$ cat src/sv/lzd_pkg.sv
`timescale 1ns / 1ps

package lzd_pkg;

   localparam int WINDOW_BITS      = 15;
   localparam int BYTES_PER_RESULT = 8;
   localparam int MIN_MATCH        = 3;
   localparam int WIN_SIZE         = 1 << WINDOW_BITS;
   localparam int WIN_DEPTH        = WIN_SIZE;

   localparam int PTR_W  = WINDOW_BITS;
   localparam int DIST_W = 15;
   localparam int LCODE_W = 8;
   localparam int LEN_W  = 9;
   localparam int CNT_W  = 4;
   localparam int OUT_W  = 64;
   localparam int SIZE_W = 32;

   localparam int CSR_ADDR_W = 2;
   localparam int CSR_DATA_W = 32;

   localparam logic [CSR_ADDR_W-1:0] REG_EXPECTED_SIZE = '0;
   localparam logic [SIZE_W-1:0]     EXPECTED_SIZE_RESET = '1;

   typedef enum logic [1:0] {
      ST_IDLE,
      ST_COPY,
      ST_ERROR
   } state_type;

   typedef struct packed {
      logic               is_literal;
      logic [7:0]         literal_byte;
      logic [DIST_W-1:0]  distance;
      logic [LCODE_W-1:0] length_code;
      logic               last_token;
   } token_type;

   typedef struct packed {
      logic [OUT_W-1:0] out_bytes;
      logic [CNT_W-1:0] byte_count;
      logic             error;
      logic             last;
   } result_type;

   // verdict on a token at the moment it is taken in
   typedef struct packed {
      logic             bad;
      logic [LEN_W-1:0] len;
   } check_type;

endpackage

$ cat src/sv/lzd_csr.sv
`timescale 1ns / 1ps

module lzd_csr (
   input  logic                             clock,
   input  logic                             reset,
   input  logic                             psel,
   input  logic                             penable,
   input  logic                             pwrite,
   input  logic [lzd_pkg::CSR_ADDR_W-1:0]   paddr,
   input  logic [lzd_pkg::CSR_DATA_W-1:0]   pwdata,
   output logic [lzd_pkg::CSR_DATA_W-1:0]   prdata,
   output logic                             pready,
   output logic [lzd_pkg::SIZE_W-1:0]       expected_size
);
   import lzd_pkg::*;

   logic [SIZE_W-1:0] expected_ff;
   logic [SIZE_W-1:0] expected_in;
   logic              wr_hit;

   assign wr_hit = psel && penable && pwrite && (paddr == REG_EXPECTED_SIZE);

   always_comb begin
      expected_in = expected_ff;
      if (wr_hit) begin
         expected_in = pwdata[SIZE_W-1:0];
      end
   end

   always_ff @(posedge clock) begin
      if (reset) begin
         expected_ff <= EXPECTED_SIZE_RESET;
      end else begin
         expected_ff <= expected_in;
      end
   end

   always_comb begin
      prdata = '0;
      if (paddr == REG_EXPECTED_SIZE) begin
         prdata = CSR_DATA_W'(expected_ff);
      end
   end

   assign pready        = 1'b1;
   assign expected_size = expected_ff;

endmodule

$ cat config.mk
export PLATFORM = sky130hd
export DESIGN_NAME = lzd_csr
export DESIGN_NICKNAME = d
export VERILOG_FILES = /design/src/sv/lzd_pkg.sv /design/src/sv/lzd_csr.sv
export SDC_FILE = /design/constraint.sdc
export NUM_CORES = 1
export LEC_CHECK = 0
export CORE_MARGIN = 2
export CORE_UTILIZATION = 55
export CTS_CLUSTER_SIZE = 20
export DETAILED_ROUTE_END_ITERATION = 7
export DONT_BUFFER_PORTS = 1
export GPL_TIMING_DRIVEN = 0
export PLACE_DENSITY = 0.76
export SYNTH_ARGS = -nofsm -noshare
export SYNTH_HDL_FRONTEND = slang
export SYNTH_SLANG_ARGS = --single-unit
export TNS_END_PERCENT = 20
$ cat constraint.sdc
create_clock -name clock -period 1.5 [get_ports clock]
set_clock_uncertainty 0.2 [all_clocks]
set_input_delay 0.45 -clock clock [delete_from_list [all_inputs] [get_ports clock]]
set_output_delay 0.45 -clock clock [all_outputs]
set_load 0.1 [all_outputs]
## After elaboration in Yosys (flattened, before gate mapping)

Cells that the tools add are included.

| cells by class | value |
|---|---|
| mux-type cells | 1 |
| reduce and logical (&&, ||, !) cells | 4 |

Operators with widths:

| cell | number |
|---|---|
| 2-to-1 mux 32 bit | 1 |
| logical AND 1 bit | 3 |
| zero test 2 bit | 1 |

| storage, ports and cells | value |
|---|---|
| flip-flop bits (word level) | 32 |
| input port bits | 39 |
| output and inout bits | 65 |
| word-level logic and storage cells | 6 |

## Logic depth before layout (Yosys ltp)

| logic depth | value |
|---|---|
| depth after elaboration | 3 |
| mapped depth | 4 |
| depth with buffers taken out | 3 |

## Worst setup path after synthesis

No wires, ideal clock.

| path | value |
|---|---|
| path kind | register to output |
| from | register expected_ff[0] (netlist: expected_size[0]) |
| to | output port prdata[0] (netlist name) |
| arrival time | 1.814 ns |
| required time | 0.850 ns |
| path slack | -0.964 ns |
| stages on the path, launching flop included | 2 |
| buffers on the path | 0 |
| cell sequence | dfxtp_1 and2_1 |

| on the way | value |
|---|---|
| cells in the longest elaborated chain, start to end | 1 |

Ends and longest elaborated chain:

| what | RTL line | source |
|---|---|---|
| start: declaration | lzd_csr.sv:17 | `logic [SIZE_W-1:0] expected_ff;` |
| start signal: assignment | lzd_csr.sv:34 | `expected_ff <= expected_in;` |
| 2-to-1 mux 32 bit | lzd_csr.sv:40 | `if (paddr == REG_EXPECTED_SIZE) begin` |
| end: declaration | lzd_csr.sv:11 | `output logic [lzd_pkg::CSR_DATA_W-1:0] prdata,` |

Every way passes these cells.

## Final worst setup path

| path | value |
|---|---|
| from | register expected_ff[21] (netlist: expected_size[21]) |
| to | output port prdata[21] (netlist name) |

The elaborated chain is that of the path after synthesis.

==> impl_metrics.yaml <==
global_route:
  grt.overflow.total: 0
  grt_use_total_pct: 23.4
  grt_pass1_wl_um: 5730
  antenna_found_initial: 0
  grt_max_degree: 11
  grt_pass1_vias: 1191
setup_path:
  crit_chain: "and2_4"
  worstSetupStartpointType: "flip-flop"
  crit_family: "flip-flops"
  slowest_stage: "dfxtp_4"
  critical_path_arrival_ns: 1.27
  path_class: "flip-flop to output pin"
  crit_required_ns: 0.85
  end_kind: "output pin"
  critPathMaxFanout: 3
  cp_slowest_stage_delay_ns: 0.55
  rrSetupSlack_ns: 0.44
  cp_num_buf_inv: 0
sta:
  setup_slack_ns: -0.420
  finalSetupViolCount: 64
  period_needed_ns: 1.92
  final-hold-violation-count: 0
  rsz0062_at_grt: "yes"
  period_share_pct: 128
  maxSlewViolCount: 0
  hold_slack_ns: 0.0235
  max_freq_ghz: 0.521
clock_network:
  cts_buffers: 5
  post_cts_buffers: 0
  clk_latency_ns: 0.31
  root_buffer: "clkbuf_4"
  cts_tree: "built"
  cts_buffer_depth: 2
  clock_sinks: 32
  cts-htree-levels: 2
  clk_pin_slew_ns: 0.09
final_layout:
  final_area_um2: 1800
  n_antenna_cell: 0
  final_core_util_pct: 72.5
  largest_reg_flops: 32
  final_cells: 186
  finish.net_count: 195
  final_layout_size_suffix_gt1_share_pct: 53.8
  area_growth_pct: 24.2
  final_cell_mix: "and2_4, and3_1, a211o_1, dfxtp_4, clkbuf_1"
worst_hold_path:
  min_path_type: "input port to flip-flop"
detailed_routing:
  num_vias: 1161
  via_per_inst: 6.24
  wl_per_cell_um: 18.8
  ant_nets: 0
  drc: 0
  wl_um: 3490
  drt-initial-drc-count: 56
  dr.pass1.iters: 4
synthesis:
  postSynthAreaPerCell_um2: 9.77
  synth_nets: 187
  yosysUniqueCellTypes: 12
  yosys_warnings: 0
  syn_inst: 148
  synth_seq_cells: 32
  synth_area_um2: 1450
  ys_seq_area_share_pct: 44.3
place:
  gp_congestion: 0.722
  io_buffer_count: 0
  dpl.cell_count: 178
  placed_area_um2: 1640
  dpl_worst_slack_ns: -0.321
  dp_hpwl_um: 2540
die:
  die_h_um: 55.3
  dieArea_um2: 3060
  num_io_pins: 104
  die_x_um: 55.3
  start_util_pct: 58.4
  core-area_um2: 2480
  rows: 18
job:
  maxCapViolations: 0
pwr:
  p_per_area_nw_per_um2: 1140
  ir_drop_v: 0.000764
  p_leak_nw: 0.783
outcome:
  status: "finished with violations"
  violations: "setup timing"
## path summary, 6_finish.rpt
path                                                     start                              to  depth (start not counted)
worst max-delay path            expected_size[21]$_SDFFE_PP1P_                      prdata[21]                          1
worst min-delay path                                     reset  expected_size[26]$_SDFFE_PP1P_                          1
worst min register to register  expected_size[24]$_SDFFE_PP1P_  expected_size[24]$_SDFFE_PP1P_                          1
worst max register to register  expected_size[15]$_SDFFE_PP1P_  expected_size[15]$_SDFFE_PP1P_                          1
## report_power, final
part / internal, mW / switching (mW)
clock: 0.266 / 0.256
combinational: 0.106 / 0.438
sequential: 0.825 / 0.155
## area by class of cell
cell class	instances	area [um^2]
Buffer	16	120
Clock buffer	7	65.1
Tap cell	30	37.5
Timing Repair Buffer	1	10.0
Sequential cell	32	761
Multi-Input combinational cell	100	803
Fill cell	185	681
## cells by family after synthesis
kind of cell           after synthesis  synth area share (%)
AO/OA/AOI/OAI                       32                  19.4
flip-flops                          32                  44.3
AND/OR/NAND/NOR                     67                  29.8
other                                1                 0.259
buffers and inverters               16                  6.23
## metrics by stage
stage / power [mW] / TNS (ns)
after floorplan: 1.56 / -10.42
final: 2.05 / -13.59
after CTS: 2.07 / -14.79
after global placement: 1.59 / -13.70
after global routing: 2.13 / -16.01
after detailed placement: 1.59 / -14.19
## what timing repair did
action | 4_1_cts | 5_1_grt
setup endpoints to repair | 64 | 64
gates resized for setup | 32 | 0
hold endpoints to repair | 0 | 1
hold buffers | 0 | 1
pin swaps | 32 | 0
## metal layers
layer  track usage (%)  wire [um]
met4              10.5         23
met3              11.0        404
met2              38.1       1740
met1              26.0       1320
met5                 0          0
## cell usage after synthesis
cell / instances / share of area, %
and2_1: 32 / 14
conb_1: 1 / 0.26
dfxtp_1: 32 / 44
and4bb_4: 1 / 1.1
a211o_1: 32 / 19
and3_1: 32 / 14
nand2_4: 1 / 0.78
nor2_1: 1 / 0.26
buf_4: 1 / 0.52
buf_6: 3 / 2.3
clkbuf_1: 9 / 2.3
buf_2: 3 / 1.0
Note: power is estimated with default switching activity, not from simulation.
