**src/sv/lzd_pkg.sv**
```systemverilog
`timescale 1ns / 1ps

package lzd_pkg;

   localparam int WINDOW_BITS      = 15;
   localparam int BYTES_PER_RESULT = 8;
   localparam int MIN_MATCH        = 3;
   localparam int WIN_SIZE         = 1 << WINDOW_BITS;
   localparam int WIN_DEPTH        = WIN_SIZE;

   localparam int PTR_W  = WINDOW_BITS;
   localparam int DIST_W = 15;
   localparam int LCODE_W = 8;
   localparam int LEN_W  = 9;
   localparam int CNT_W  = 4;
   localparam int OUT_W  = 64;
   localparam int SIZE_W = 32;

   localparam int CSR_ADDR_W = 2;
   localparam int CSR_DATA_W = 32;

   localparam logic [CSR_ADDR_W-1:0] REG_EXPECTED_SIZE = '0;
   localparam logic [SIZE_W-1:0]     EXPECTED_SIZE_RESET = '1;

   typedef enum logic [1:0] {
      ST_IDLE,
      ST_COPY,
      ST_ERROR
   } state_type;

   typedef struct packed {
      logic               is_literal;
      logic [7:0]         literal_byte;
      logic [DIST_W-1:0]  distance;
      logic [LCODE_W-1:0] length_code;
      logic               last_token;
   } token_type;

   typedef struct packed {
      logic [OUT_W-1:0] out_bytes;
      logic [CNT_W-1:0] byte_count;
      logic             error;
      logic             last;
   } result_type;

   // verdict on a token at the moment it is taken in
   typedef struct packed {
      logic             bad;
      logic [LEN_W-1:0] len;
   } check_type;

endpackage

```
**src/sv/lzd_stream_track.sv**
```systemverilog
`timescale 1ns / 1ps

module lzd_stream_track (
   input  logic                         clock,
   input  logic                         reset,
   input  logic                         accept,
   input  lzd_pkg::token_type           token,
   input  logic [lzd_pkg::SIZE_W-1:0]   expected_size,
   output lzd_pkg::check_type           check
);
   import lzd_pkg::*;

   logic [SIZE_W-1:0] produced_ff;
   logic [SIZE_W-1:0] produced_in;
   logic              err_seen_ff;
   logic              err_seen_in;
   logic [LEN_W-1:0]  len;
   logic [SIZE_W:0]   total;
   logic              dist_bad;
   logic              size_bad;

   assign len = token.is_literal ? LEN_W'(1) : (LEN_W'(token.length_code) + LEN_W'(MIN_MATCH));
   assign total = {1'b0, produced_ff} + (SIZE_W + 1)'(len);
   assign size_bad = total > {1'b0, expected_size};
   assign dist_bad = !token.is_literal &&
                     ((token.distance == '0) ||
                      ((SIZE_W + 1)'(token.distance) > {1'b0, produced_ff}) ||
                      ((SIZE_W + 1)'(token.distance) > (SIZE_W + 1)'(WIN_SIZE)));

   assign check.bad = err_seen_ff || dist_bad || size_bad;
   assign check.len = len;

   always_comb begin
      produced_in = produced_ff;
      err_seen_in = err_seen_ff;
      if (accept) begin
         if (token.last_token) begin
            produced_in = '0;
            err_seen_in = 1'b0;
         end else if (check.bad) begin
            err_seen_in = 1'b1;
         end else begin
            produced_in = total[SIZE_W-1:0];
         end
      end
   end

   always_ff @(posedge clock) begin
      if (reset) begin
         produced_ff <= '0;
         err_seen_ff <= 1'b0;
      end else begin
         produced_ff <= produced_in;
         err_seen_ff <= err_seen_in;
      end
   end

endmodule

```
**config.mk**
```make
export PLATFORM = sky130hd
export DESIGN_NAME = lzd_stream_track
export DESIGN_NICKNAME = d
export VERILOG_FILES = /design/src/sv/lzd_pkg.sv /design/src/sv/lzd_stream_track.sv
export SDC_FILE = /design/constraint.sdc
export NUM_CORES = 1
export LEC_CHECK = 0
export BUFFER_PORTS_ARGS = -buffer_cell sky130_fd_sc_hd__buf_2
export CAP_MARGIN = 20
export CORE_ASPECT_RATIO = 1.2
export CORE_MARGIN = 10
export CORE_UTILIZATION = 55
export DETAILED_ROUTE_END_ITERATION = 6
export GPL_ROUTABILITY_DRIVEN = 0
export PLACE_DENSITY = 0.8
export SYNTH_ARGS = -nofsm -noshare
export SYNTH_HDL_FRONTEND = slang
export SYNTH_SLANG_ARGS = --single-unit
```
**constraint.sdc**
```tcl
create_clock -name clock -period 6.96 [get_ports clock]
set_input_delay 0.348 -clock clock [delete_from_list [all_inputs] [get_ports clock]]
set_output_delay 0.348 -clock clock [all_outputs]
set_load 0.005 [all_outputs]
```
# [Word level (Yosys, flattened, before mapping)]
# Index checks and enable logic that the tools add are counted.
# W data, S select, Z words.
[op_classes] eq_ne=1 reduce_logical=9 n_mux=5 order_cmp=2 addsub=2
[op_table] cell="$mux W32" count=2
[op_table] cell="$add A32 B9 Y33" count=1
[op_table] cell="$gt A33 B32 Y1" count=1
[op_table] cell="$gt A15 B32 Y1" count=1
[op_table] cell="$logic_not A15 Y1" count=1
[op_table] cell="$add A8 B2 Y9 const B" count=1
[op_table] cell="$mux W9" count=1
[op_table] cell="$reduce_and A2 Y1" count=2
[op_table] cell="$logic_or A1 B1 Y1" count=3
[op_table] cell="$mux W1" count=2
[op_table] cell="$ne A2 B2 Y1 const B" count=1
[op_table] cell="$reduce_bool A2 Y1" count=1
[op_table] cell="$logic_and A1 B1 Y1" count=1
[op_table] cell="$logic_not A1 Y1" count=1
[totals] output_inout_bits=10 register_bits=33 inputBits=68 elab_cells=21

# [Depth between registers and ports, before layout]
# Gate-level depths: netlist of the first run.
[logic_depth] ltp_word=7 depth_mapped=22 mapped_depth_nobuf=21

# [Worst setup path before layout of the first run]
# No wires, ideal clock.
[synth_path] path_type="input to register" startpoint="input port token[1] (netlist bit)" endpoint="register produced_ff[31]" arrival_time_ns=4.387 n_path_buf=0 setup_slack_ns=2.456 path_stages=19 path_cell_list="inv_1 > ha_1 > nor2b_1 > nor4bb_1 > ha_1 > a21o_1 > a31o_1 > a31oi_1 > a211o_1 > nor3_1 > xnor2_1 > ha_1 > nand4_1 > nor3_1 > o31a_1 > o41a_1 > o21a_1 > or4_1 > and4b_1"
[synth_rtl] item="start: declaration" line_no="lzd_stream_track.sv:7" source="input lzd_pkg::token_type token,"
[synth_rtl] item="end signal: assignment" line_no="lzd_stream_track.sv:53" source="produced_ff <= produced_in;"
[synth_rtl] item="end: declaration" line_no="lzd_stream_track.sv:13" source="logic [SIZE_W-1:0] produced_ff;"

# [Worst setup path after layout of the first run]
[layout_path] startpoint="input port token[1] (netlist bit)" endpoint="register produced_ff[25]"
[layout_via] elab_chain_len=7
[layout_lines] item="$add A8 B2 Y9 *" line_no="lzd_stream_track.sv:22" source="assign len = token.is_literal ? LEN_W'(1) : (LEN_W'(token.length_code) + LEN_W'(MIN_MATCH));"
[layout_lines] item="$mux W9 *" line_no="lzd_stream_track.sv:22"
[layout_lines] item="$add A32 B9 Y33 *" line_no="lzd_stream_track.sv:23" source="assign total = {1'b0, produced_ff} + (SIZE_W + 1)'(len);"
[layout_lines] item="$gt A33 B32 Y1" line_no="lzd_stream_track.sv:24" source="assign size_bad = total > {1'b0, expected_size};"
[layout_lines] item="$logic_or A1 B1 Y1" line_no="lzd_stream_track.sv:30" source="assign check.bad = err_seen_ff || dist_bad || size_bad;"
[layout_lines] item="$ne A2 B2 Y1 (no source line)"
[layout_lines] item="$reduce_and A2 Y1 (no source line)"
# Mark *: on every way between the ends. The rest lies on a longest branch, timed or not. The select of a mux whose other input is x is not followed.
# A chain may end at the register's enable or synchronous reset.

==> metrics.csv, run 1 <==
metric,value,unit
Root Driver,clkbuf_8,
CTS tree,yes,
via/cell ratio,6.096,
"commonest non-fill, non-tap cell in the layout",buf_2,
routed wire length per instance,16.66,um
Clock Skew,0.003280,ns
CP Class,primary input to flop,
Ys Warns,0,
Die X-Extent,94.49,um
Syn-to-layout area delta,12.68,%
Die Height,109.4,um
H-tree level count,2,
Initial Utilization,56.81,%
Tot Pwr,0.0004576,W
TritonCTS Sinks,33,
core area,6446,sq um
worst reg2reg path depth,15,
hold_buf cts,0,
Crit. End Element,flop,
register bit total from synthesis,33,
DRT antenna net count,0,
RSZ-0062 raised after global routing,no,
First-pass DRT Iterations,4,
FF-to-FF End,produced_ff[25],
WP data arrival,5.95,ns
CP Launch Type,primary input,
largest net degree at the start of global routing,23,
Die ar.,10340,sq um
"EDFF count, synth",0,
Synth Flop Type,dfxtp_1,
maximum fanout along the worst path,22,
vias in the first global route,3680,
worst min path class,primary input to flop,
"Reg clk slew, reported paths",0.07,ns
MaxCap Viol Count,0,
most frequent cells in the layout,"buf_2, inv_1, ha_1",
clock buffer depth,2,
WHS Path Cells,3,
layout cell share with drive strength beyond 1,14.69,%
Cells after Synth,470,
GRT Residual Overflow,0,
# port buffers,69,
Layout Nets,657,
Fmax,174.9,MHz
Tmin final,5.716,ns
# fillers,599,
WP data required,7.19,ns
first-pass GRT wire length,16.61,mm
min-delay src,accept,
worst reg-to-reg setup slack,1.79,ns
Peak supply drop,74.07,uV
Final Max Tran Viols,0,
Syn Std Cell Area,3662,sq um
total routed wirelength,10.26,mm
Mean Syn Cell Area,7.792,sq um
syn nets,596,
cts bufs inserted,5,
antenna diode instance count,0,
Power per Cell Area,110.9,nW/um^2
DP Wirelength,8.287,mm
run status,completed,
DRC viols,0,
Yosys cell types,49,
WHS Endpoint,err_seen_ff,
post-CTS setup buffer count,0,
Core Rows,32,
worst slew pin tran,1.019,ns
via count,3755,
Tcrit/Tclk final,82.13,%
post-CTS sizing,0,
GRT Overall Usage,19.41,%
fraction of registers with async set/reset,0,%
Hold Fails Final Rpt,0,
Static Leak,1.928,nW
antenna violations before repair,0,
Setup TNS,0,ns
1st-iter DRT viols,168,
Worst R2R Start,produced_ff[0],
relative slew slack,32.05,%
Ports,78,
sequential area share after synthesis,18.04,%
worst skew pair latency,0.29,ns
setup violators final,0,
-- area by class of cell --
cell class                 count  area, sq um  share of cell area (%)
clock buffer                   7        86.33                   2.092
multi-input combinational    365         2714                   65.77
inverter                      57        214.0                   5.185
tap                           85        106.4                   2.577
sequential                    33        660.6                   16.01
timing repair buffer          69        345.3                   8.369
-- worst max-delay path: stages --
cell      delay, ns
buf_2          0.09
inv_1          0.04
ha_1           0.20
nor2b_1        0.24
nor4bb_1       0.49
ha_1           0.37
a21o_1         0.22
a31o_1         0.19
a31oi_1        0.40
a21oi_1        0.30
nand3_1        0.19
xnor2_1        0.10
ha_1           0.31
nand4_1        0.15
nor4_1         0.50
o41a_1         0.25
o21a_1         0.40
o31a_1         0.88
a221o_1        0.27
-- worst max-delay path by stage --
stage,start,end,depth (start not counted)
after floorplan,token[1],produced_ff[31],19
after global placement,token[1],produced_ff[25],19
after detailed placement,token[1],produced_ff[25],19
after CTS,token[1],produced_ff[25],19
after global routing,token[1],produced_ff[27],19
final,token[1],produced_ff[25],19
-- power by group --
part / leakage (nW) / total (W) / switching (W) / internal, W
sequential: 0.266 / 0.000193 / 0.00000191 / 0.000191
clock: 0.0443 / 0.000152 / 0.0000732 / 0.0000785
combinational: 1.62 / 0.000113 / 0.0000660 / 0.0000473
total: 1.93 / 0.000458 / 0.000141 / 0.000316
-- Yosys cell counts, types with 2 or more instances --
master / n / area (sq um)
a211o_1: 2 / 17.52
a211oi_1: 5 / 37.54
a21o_1: 9 / 67.56
a21oi_1: 31 / 155.2
a221o_1: 2 / 20.02
a22o_1: 20 / 175.2
a31oi_1: 2 / 12.51
and3_1: 4 / 25.02
and4_1: 2 / 17.52
buf_2: 2 / 10.01
buf_6: 2 / 22.52
clkbuf_1: 11 / 41.29
dfxtp_1: 33 / 660.6
ha_1: 57 / 713.2
inv_1: 57 / 214.0
nand2_1: 25 / 93.84
nand2b_1: 5 / 31.28
nand3_1: 16 / 80.08
nand4_1: 19 / 118.9
nor2_1: 17 / 63.81
nor2b_1: 5 / 31.28
nor3_1: 18 / 90.09
nor3b_1: 12 / 90.09
nor4_1: 11 / 68.82
o211ai_1: 10 / 75.07
o21a_1: 2 / 15.01
o21ai_0: 19 / 95.09
o21ai_1: 3 / 15.01
o21bai_1: 2 / 15.01
o31a_1: 4 / 35.03
or3_1: 8 / 50.05
or4_1: 8 / 60.06
xnor2_1: 23 / 201.4
xor2_1: 9 / 78.83
-- kinds of logic after synthesis --
family          share of synthesized area, %
simple gates                           23.95
flops                                  18.04
buf+inv                                7.858
compound gates                         22.48
fa+ha+maj                              20.02
xor+xnor                               7.653
-- flip-flops by register name (all words and copies together), names as in the netlist --
register,cells
err_seen_ff,1
produced_ff,32
-- per-stage QoR --
step                      instance area (sq um)  instances  setup slack [ns]  utilization (%)  hold slack, ns
after global routing                       4126        616            0.9173            64.01          0.5136
after CTS                                  4126        616             1.358            64.01          0.4863
after global placement                     4040        609             1.179            62.67          0.4880
after detailed placement                   4040        609             1.095            62.67          0.4927
after floorplan                            3662        470             2.456                -          0.4644
final                                      4126        616             1.244            64.01          0.4997
-- layer usage --
metal  up-vias  track usage, %  wire (um)
li1       1865               -          -
met1      1734           20.72       4099
met2       131           35.90       5164
met3        25           4.366        728
met4         0           7.816        271
met5         -               0          0
No activity file was read; power rests on OpenSTA's default activity.
==> run 2, diff against run 1 <==
==> constraint.sdc (replaced) <==
create_clock -name clock -period 5.5 [get_ports clock]
set_input_delay 0.275 -clock clock [delete_from_list [all_inputs] [get_ports clock]]
set_output_delay 0.275 -clock clock [all_outputs]
set_load 0.005 [all_outputs]
==> metrics.csv, run 2 (same netlist as run 1, synthesis figures left out) <==
metric,value,unit,change
Root Driver,clkbuf_8,,
max reg flops,32,,unchanged
"Reg clk slew, reported paths",0.07,ns,about the same
TritonCTS Sinks,33,,unchanged
GRT Residual Overflow,0,,unchanged
core area,6446,sq um,unchanged
vias in the first global route,3831,,+4.1%
"commonest non-fill, non-tap cell in the layout",buf_2,,
setup violators final,0,,unchanged
MaxCap Viol Count,0,,unchanged
post-CTS setup buffer count,0,,unchanged
Tot Pwr,0.0005989,W,+31%
Top reg by flops,produced_ff,,
Ports,78,,unchanged
Fmax,199.5,MHz,
Non-Filler Instances,626,,+1.6%
Die X-Extent,94.49,um,unchanged
clock buffer depth,2,,unchanged
Placed Cells,618,,+1.5%
via/cell ratio,6.062,,-0.55%
routed wire length per instance,16.32,um,-2.0%
run status,completed,,
CP Launch Type,primary input,,
Layout Nets,666,,+1.4%
WP data required,5.22,ns,-1.97 ns
CP max stage delay,0.50,ns,-0.38 ns
Crit. End Element,primary output,,
Power per Cell Area,142.3,nW/um^2,+28%
DRT antenna net count,0,,unchanged
Clock Skew,0.005604,ns,+0.002324 ns
Syn-to-layout area delta,14.93,%,
maximum fanout along the worst path,6,,-73%
worst skew pair latency,0.29,ns,about the same
Setup TNS,0,ns,unchanged
# fillers,564,,-5.8%
relative slew slack,62.27,%,+30 points
# port buffers,69,,unchanged
CTS tree,yes,,
GRT Overall Usage,19.52,%,+0.11 points
via count,3795,,+1.1%
post-route cell area,4209,sq um,+2.0%
Static Leak,1.982,nW,+2.8%
largest net degree at the start of global routing,22,,-4.3%
largest registers,"produced_ff: 32 flops, err_seen_ff: 1 flops",,
Die Height,109.4,um,unchanged
WP data arrival,4.74,ns,-1.21 ns
crit path max-delay cell type,nor4_1,,
First-pass DRT Iterations,4,,unchanged
Tcrit/Tclk final,91.12,%,
RSZ-0062 raised after global routing,no,,
worst slew pin tran,0.5645,ns,-0.4548 ns
most frequent cells in the layout,"buf_2, inv_1, ha_1",,
worst min path class,primary input to flop,,
CP top delay family,simple AND/OR/NAND/NOR gates,,
"Critical Path, Cell by Cell",buf_2 > inv_1 > ha_1 > nor2b_1 > nor4bb_1 > ha_1 > a21o_1 > a31o_1 > a31oi_1 > buf_4 > a21oi_1 > nand3_1 > xnor2_1 > ha_1 > nand4_1 > nor4_1 > and3_1 > a21oi_1 > o21ai_1 > nand2_1 > buf_2,,
Hold Fails Final Rpt,0,,unchanged
H-tree level count,2,,unchanged
antenna violations before repair,0,,unchanged
Die ar.,10340,sq um,unchanged
Bufs and invs on worst path,4,,+2
Peak supply drop,111.0,uV,+50%
hold_buf cts,0,,unchanged
post-CTS sizing,0,,unchanged
CP Class,primary input to primary output,,
Core Rows,32,,unchanged
1st-iter DRT viols,205,,+22%
DP Area,4108,sq um,+1.7%
total routed wirelength,10.22,mm,-0.43%
cts bufs inserted,5,,unchanged
Tmin final,5.012,ns,
layout cell share with drive strength beyond 1,16.45,%,+1.8 points
antenna diode instance count,0,,unchanged
most frequent CP cell,ha_1,,
Initial Utilization,56.81,%,unchanged
first-pass GRT wire length,16.85,mm,+1.5%
DP Wirelength,8.420,mm,+1.6%
Final Max Tran Viols,0,,unchanged
DRC viols,0,,unchanged
run 2: changes by cell type in the layout (fill, tap and decap cells not counted), sizes merged:
cell and change:
buf +9, clkinv +1
run 2: cell type report:
cell class	instances	area (sq um)	area share (%)
timing repair buffer	78	412.9	9.810
clock inverter	1	5.005	0.1189
clock buffer	7	96.34	2.289
sequential	33	660.6	15.70
tap	85	106.4	2.527
multi-input combinational	365	2714	64.48
inverter	57	214.0	5.083
run 2: where the power goes:
part / leakage, nW / switching, W / total (W) / internal, W
registers: 0.266 / 0.00000246 / 0.000244 / 0.000241
logic: 1.66 / 0.0000838 / 0.000147 / 0.0000629
clock network: 0.0542 / 0.0000954 / 0.000209 / 0.000113
total: 1.98 / 0.000182 / 0.000599 / 0.000417
run 2: worst paths after layout:
path / start / endpoint / slack [ns] / cells past startpoint
min reg2reg: produced_ff[3] / produced_ff[3] / 0.52 / 1
min: reset / produced_ff[13] / 0.40 / 2
max reg2reg: produced_ff[0] / produced_ff[25] / 1.02 / 17
max: token[1] / check[9] / 0.49 / 21
run 2: routing by layer:
layer	vias to the layer above	wire, um	GRT usage [%]
met5	-	0	0
met4	0	306	8.030
met3	27	672	4.434
met2	126	5094	36.35
met1	1754	4146	20.56
li1	1888	-	-
run 2: worst reg2reg max path, cell delays in order, from the launching register on:
cell,delay [ns]
dfxtp_1,0.41
ha_1,0.23
fa_1,0.23
a21oi_1,0.10
o21ai_1,0.21
nand4_1,0.16
a21oi_1,0.46
nand3_1,0.20
xnor2_1,0.19
ha_1,0.31
nand4_1,0.14
nor4_1,0.50
and3_1,0.23
a21oi_1,0.05
o21a_1,0.16
o31a_1,0.32
buf_4,0.19
a221o_1,0.29
run 2: metrics by stage:
step           worst slack, ns  util, %  hold slack [ns]
6_report                0.4882    65.30           0.4049
5_1_grt                 0.1368    65.30           0.4136
4_1_cts                 0.5145    65.30           0.4010
3_5_place_dp            0.3067    63.72           0.4982
3_3_place_gp            0.4666    63.72           0.4883
2_1_floorplan            1.069        -           0.4644
==> run 3, diff against run 2 <==
--- a/config.mk
+++ b/config.mk
@@ -7,12 +7,15 @@
 export LEC_CHECK = 0
 export BUFFER_PORTS_ARGS = -buffer_cell sky130_fd_sc_hd__buf_2
 export CAP_MARGIN = 20
-export CORE_ASPECT_RATIO = 1.2
+export CELL_PAD_IN_SITES_DETAIL_PLACEMENT = 1
+export CELL_PAD_IN_SITES_GLOBAL_PLACEMENT = 2
+export CORE_ASPECT_RATIO = 0.7
 export CORE_MARGIN = 10
-export CORE_UTILIZATION = 55
+export CORE_UTILIZATION = 33
+export CTS_BUF_LIST = sky130_fd_sc_hd__clkbuf_4
 export DETAILED_ROUTE_END_ITERATION = 6
 export GPL_ROUTABILITY_DRIVEN = 0
-export PLACE_DENSITY = 0.8
+export PLACE_DENSITY_LB_ADDON = 0.1
 export SYNTH_ARGS = -nofsm -noshare
 export SYNTH_HDL_FRONTEND = slang
 export SYNTH_SLANG_ARGS = --single-unit
==> metrics.csv, run 3 (same netlist as run 1, synthesis figures left out) <==
metric,value,unit,change
run status,completed,,
Layout Nets,689,,+3.5%
Power per Cell Area,124.8,nW/um^2,-12%
antenna diode instance count,0,,unchanged
routed wire length per instance,18.52,um,+13%
worst slew pin tran,0.6333,ns,+0.06887 ns
maximum fanout along the worst path,5,,-1
Fmax,197.9,MHz,-0.84%
Root Driver,clkbuf_4,,
relative slew slack,57.67,%,-4.6 points
Die Height,108.1,um,-1.1%
GRT Residual Overflow,0,,unchanged
via/cell ratio,5.332,,-12%
Setup TNS,0,ns,unchanged
"commonest non-fill, non-tap cell in the layout",buf_2,,
most frequent cells in the layout,"buf_2, inv_1, ha_1",,
max reg flops,32,,unchanged
First-pass DRT Iterations,4,,unchanged
GRT Overall Usage,16.49,%,-3.0 points
Clock Skew,0.006521,ns,+0.0009173 ns
1st-iter DRT viols,208,,+1.5%
Internal,0.0003623,W,-13%
Tmin final,5.054,ns,+0.04233 ns
Ports,78,,unchanged
layout cell share with drive strength beyond 1,19.89,%,+3.4 points
Die X-Extent,145.9,um,+54%
MaxCap Viol Count,0,,unchanged
Top reg by flops,produced_ff,,
Non-Filler Instances,716,,+14%
DP Wirelength,11.11,mm,+32%
# port buffers,69,,unchanged
Setup WS post-layout,0.4459,ns,-0.04233 ns
Sw Share,34.48,%,+4.2 points
Hold Fails Final Rpt,0,,unchanged
Die ar.,15780,sq um,+53%
Static Leak,2.075,nW,+4.7%
Seq pwr share,44.1,%,+3.4 points
H-tree level count,2,,unchanged
Final Max Tran Viols,0,,unchanged
total routed wirelength,13.26,mm,+30%
TritonCTS Sinks,33,,unchanged
largest net degree at the start of global routing,22,,unchanged
"Reg clk slew, reported paths",0.11,ns,+0.04 ns
via count,3818,,+0.61%
CP Launch Type,primary input,,
Initial Utilization,33.51,%,-23 points
Peak supply drop,50.30,uV,-55%
Tcrit/Tclk final,91.89,%,+0.77 points
post-route cell area,4433,sq um,+5.3%
Place WS,0.08634,ns,-0.2203 ns
core area,10930,sq um,+70%
WP data arrival,4.78,ns,+0.04 ns
largest registers,"produced_ff: 32 flops, err_seen_ff: 1 flops",,
Syn-to-layout area delta,21.05,%,
hold_buf cts,0,,unchanged
DRT antenna net count,0,,unchanged
Psw,0.0001907,W,+5.0%
Crit. End Element,primary output,,
worst skew pair latency,0.36,ns,+0.07 ns
cts bufs inserted,5,,unchanged
DP Area,4363,sq um,+6.2%
setup violators final,0,,unchanged
Core Rows,32,,unchanged
DRC viols,0,,unchanged
WP data required,5.22,ns,about the same
# fillers,1373,,+140%
first-pass GRT wire length,20.94,mm,+24%
clock buffer depth,2,,unchanged
Placed Cells,707,,+14%
worst min path class,primary input to flop,,
logic gate share of total power,29.5,%,+5.0 points
vias in the first global route,3907,,+2.0%
antenna violations before repair,0,,unchanged
RSZ-0062 raised after global routing,no,,
CP Class,primary input to primary output,,
CTS tree,yes,,
Clk pwr share,26.4,%,-8.4 points
==> run 3: metrics by stage <==
step | util, % | total power, W | hold slack (ns)
floorplan | - | 0.0003405 | 0.4644
global placement | 39.92 | 0.0004061 | 0.4873
detailed placement | 39.92 | 0.0004114 | 0.4902
CTS | 40.36 | 0.0005596 | 0.3428
global route | 40.56 | 0.0005906 | 0.3776
finish | 40.56 | 0.0005530 | 0.3685
==> run 3: final cells by class <==
cell class	instances	area (sq um)	area share [%]
Clock buffer	6	45.04	1.016
Clock inverter	1	3.754	0.08467
Inverter	57	214.0	4.826
Multi-Input combinational cell	365	2720	61.36
Sequential cell	33	660.6	14.90
Tap cell	153	191.4	4.318
Timing Repair Buffer	101	598.1	13.49
==> run 3: power by group through the flow <==
stage          Combinational, W  Clock (W)  Sequential, W
6_report               0.000163   0.000146       0.000244
5_1_grt                0.000184   0.000163       0.000244
4_1_cts                0.000164   0.000152       0.000244
3_5_place_dp           0.000162          0       0.000249
3_3_place_gp           0.000157          0       0.000249
2_1_floorplan         0.0000923          0       0.000248
==> run 3: timing repair <==
| action | in CTS | in global routing |
|---|---|---|
| setup buffers | 0 | 2 |
| setup endpoints to repair | 0 | 1 |
| gates resized for setup | 0 | 3 |
==> run 3: routing by layer <==
metal / global-route usage [%] / part of all wire, % / vias to the layer above
met5: 0 / 0 / -
met4: 3.309 / 0.61 / 0
met3: 3.130 / 4.2 / 7
met2: 24.89 / 41 / 65
met1: 23.81 / 54 / 1813
li1: - / - / 1933
==> run 3: worst paths after layout <==
path | to | cells after the start | start | slack, ns
worst min-delay path | produced_ff[13] | 2 | reset | 0.37
worst min register to register | produced_ff[13] | 2 | produced_ff[13] | 0.52
worst max register to register | produced_ff[15] | 18 | produced_ff[0] | 0.84
worst max-delay path | check[9] | 23 | token[1] | 0.45
==> run 3: critical path, stage by stage <==
cell and delay [ns]:
buf_2 0.10, inv_1 0.04, ha_1 0.21, nor2b_2 0.23
nand2_1 0.10, xor2_1 0.13, nor2_1 0.07, ha_1 0.37
nand2_1 0.08, o21ai_1 0.27, nand4_1 0.24, buf_4 0.21
a211o_1 0.26, nor3_1 0.19, xnor2_1 0.15, ha_1 0.31
nand4_1 0.13, buf_4 0.17, a211oi_1 0.53, o41a_1 0.23
o21ai_1 0.13, nand2_1 0.19, buf_2 0.15
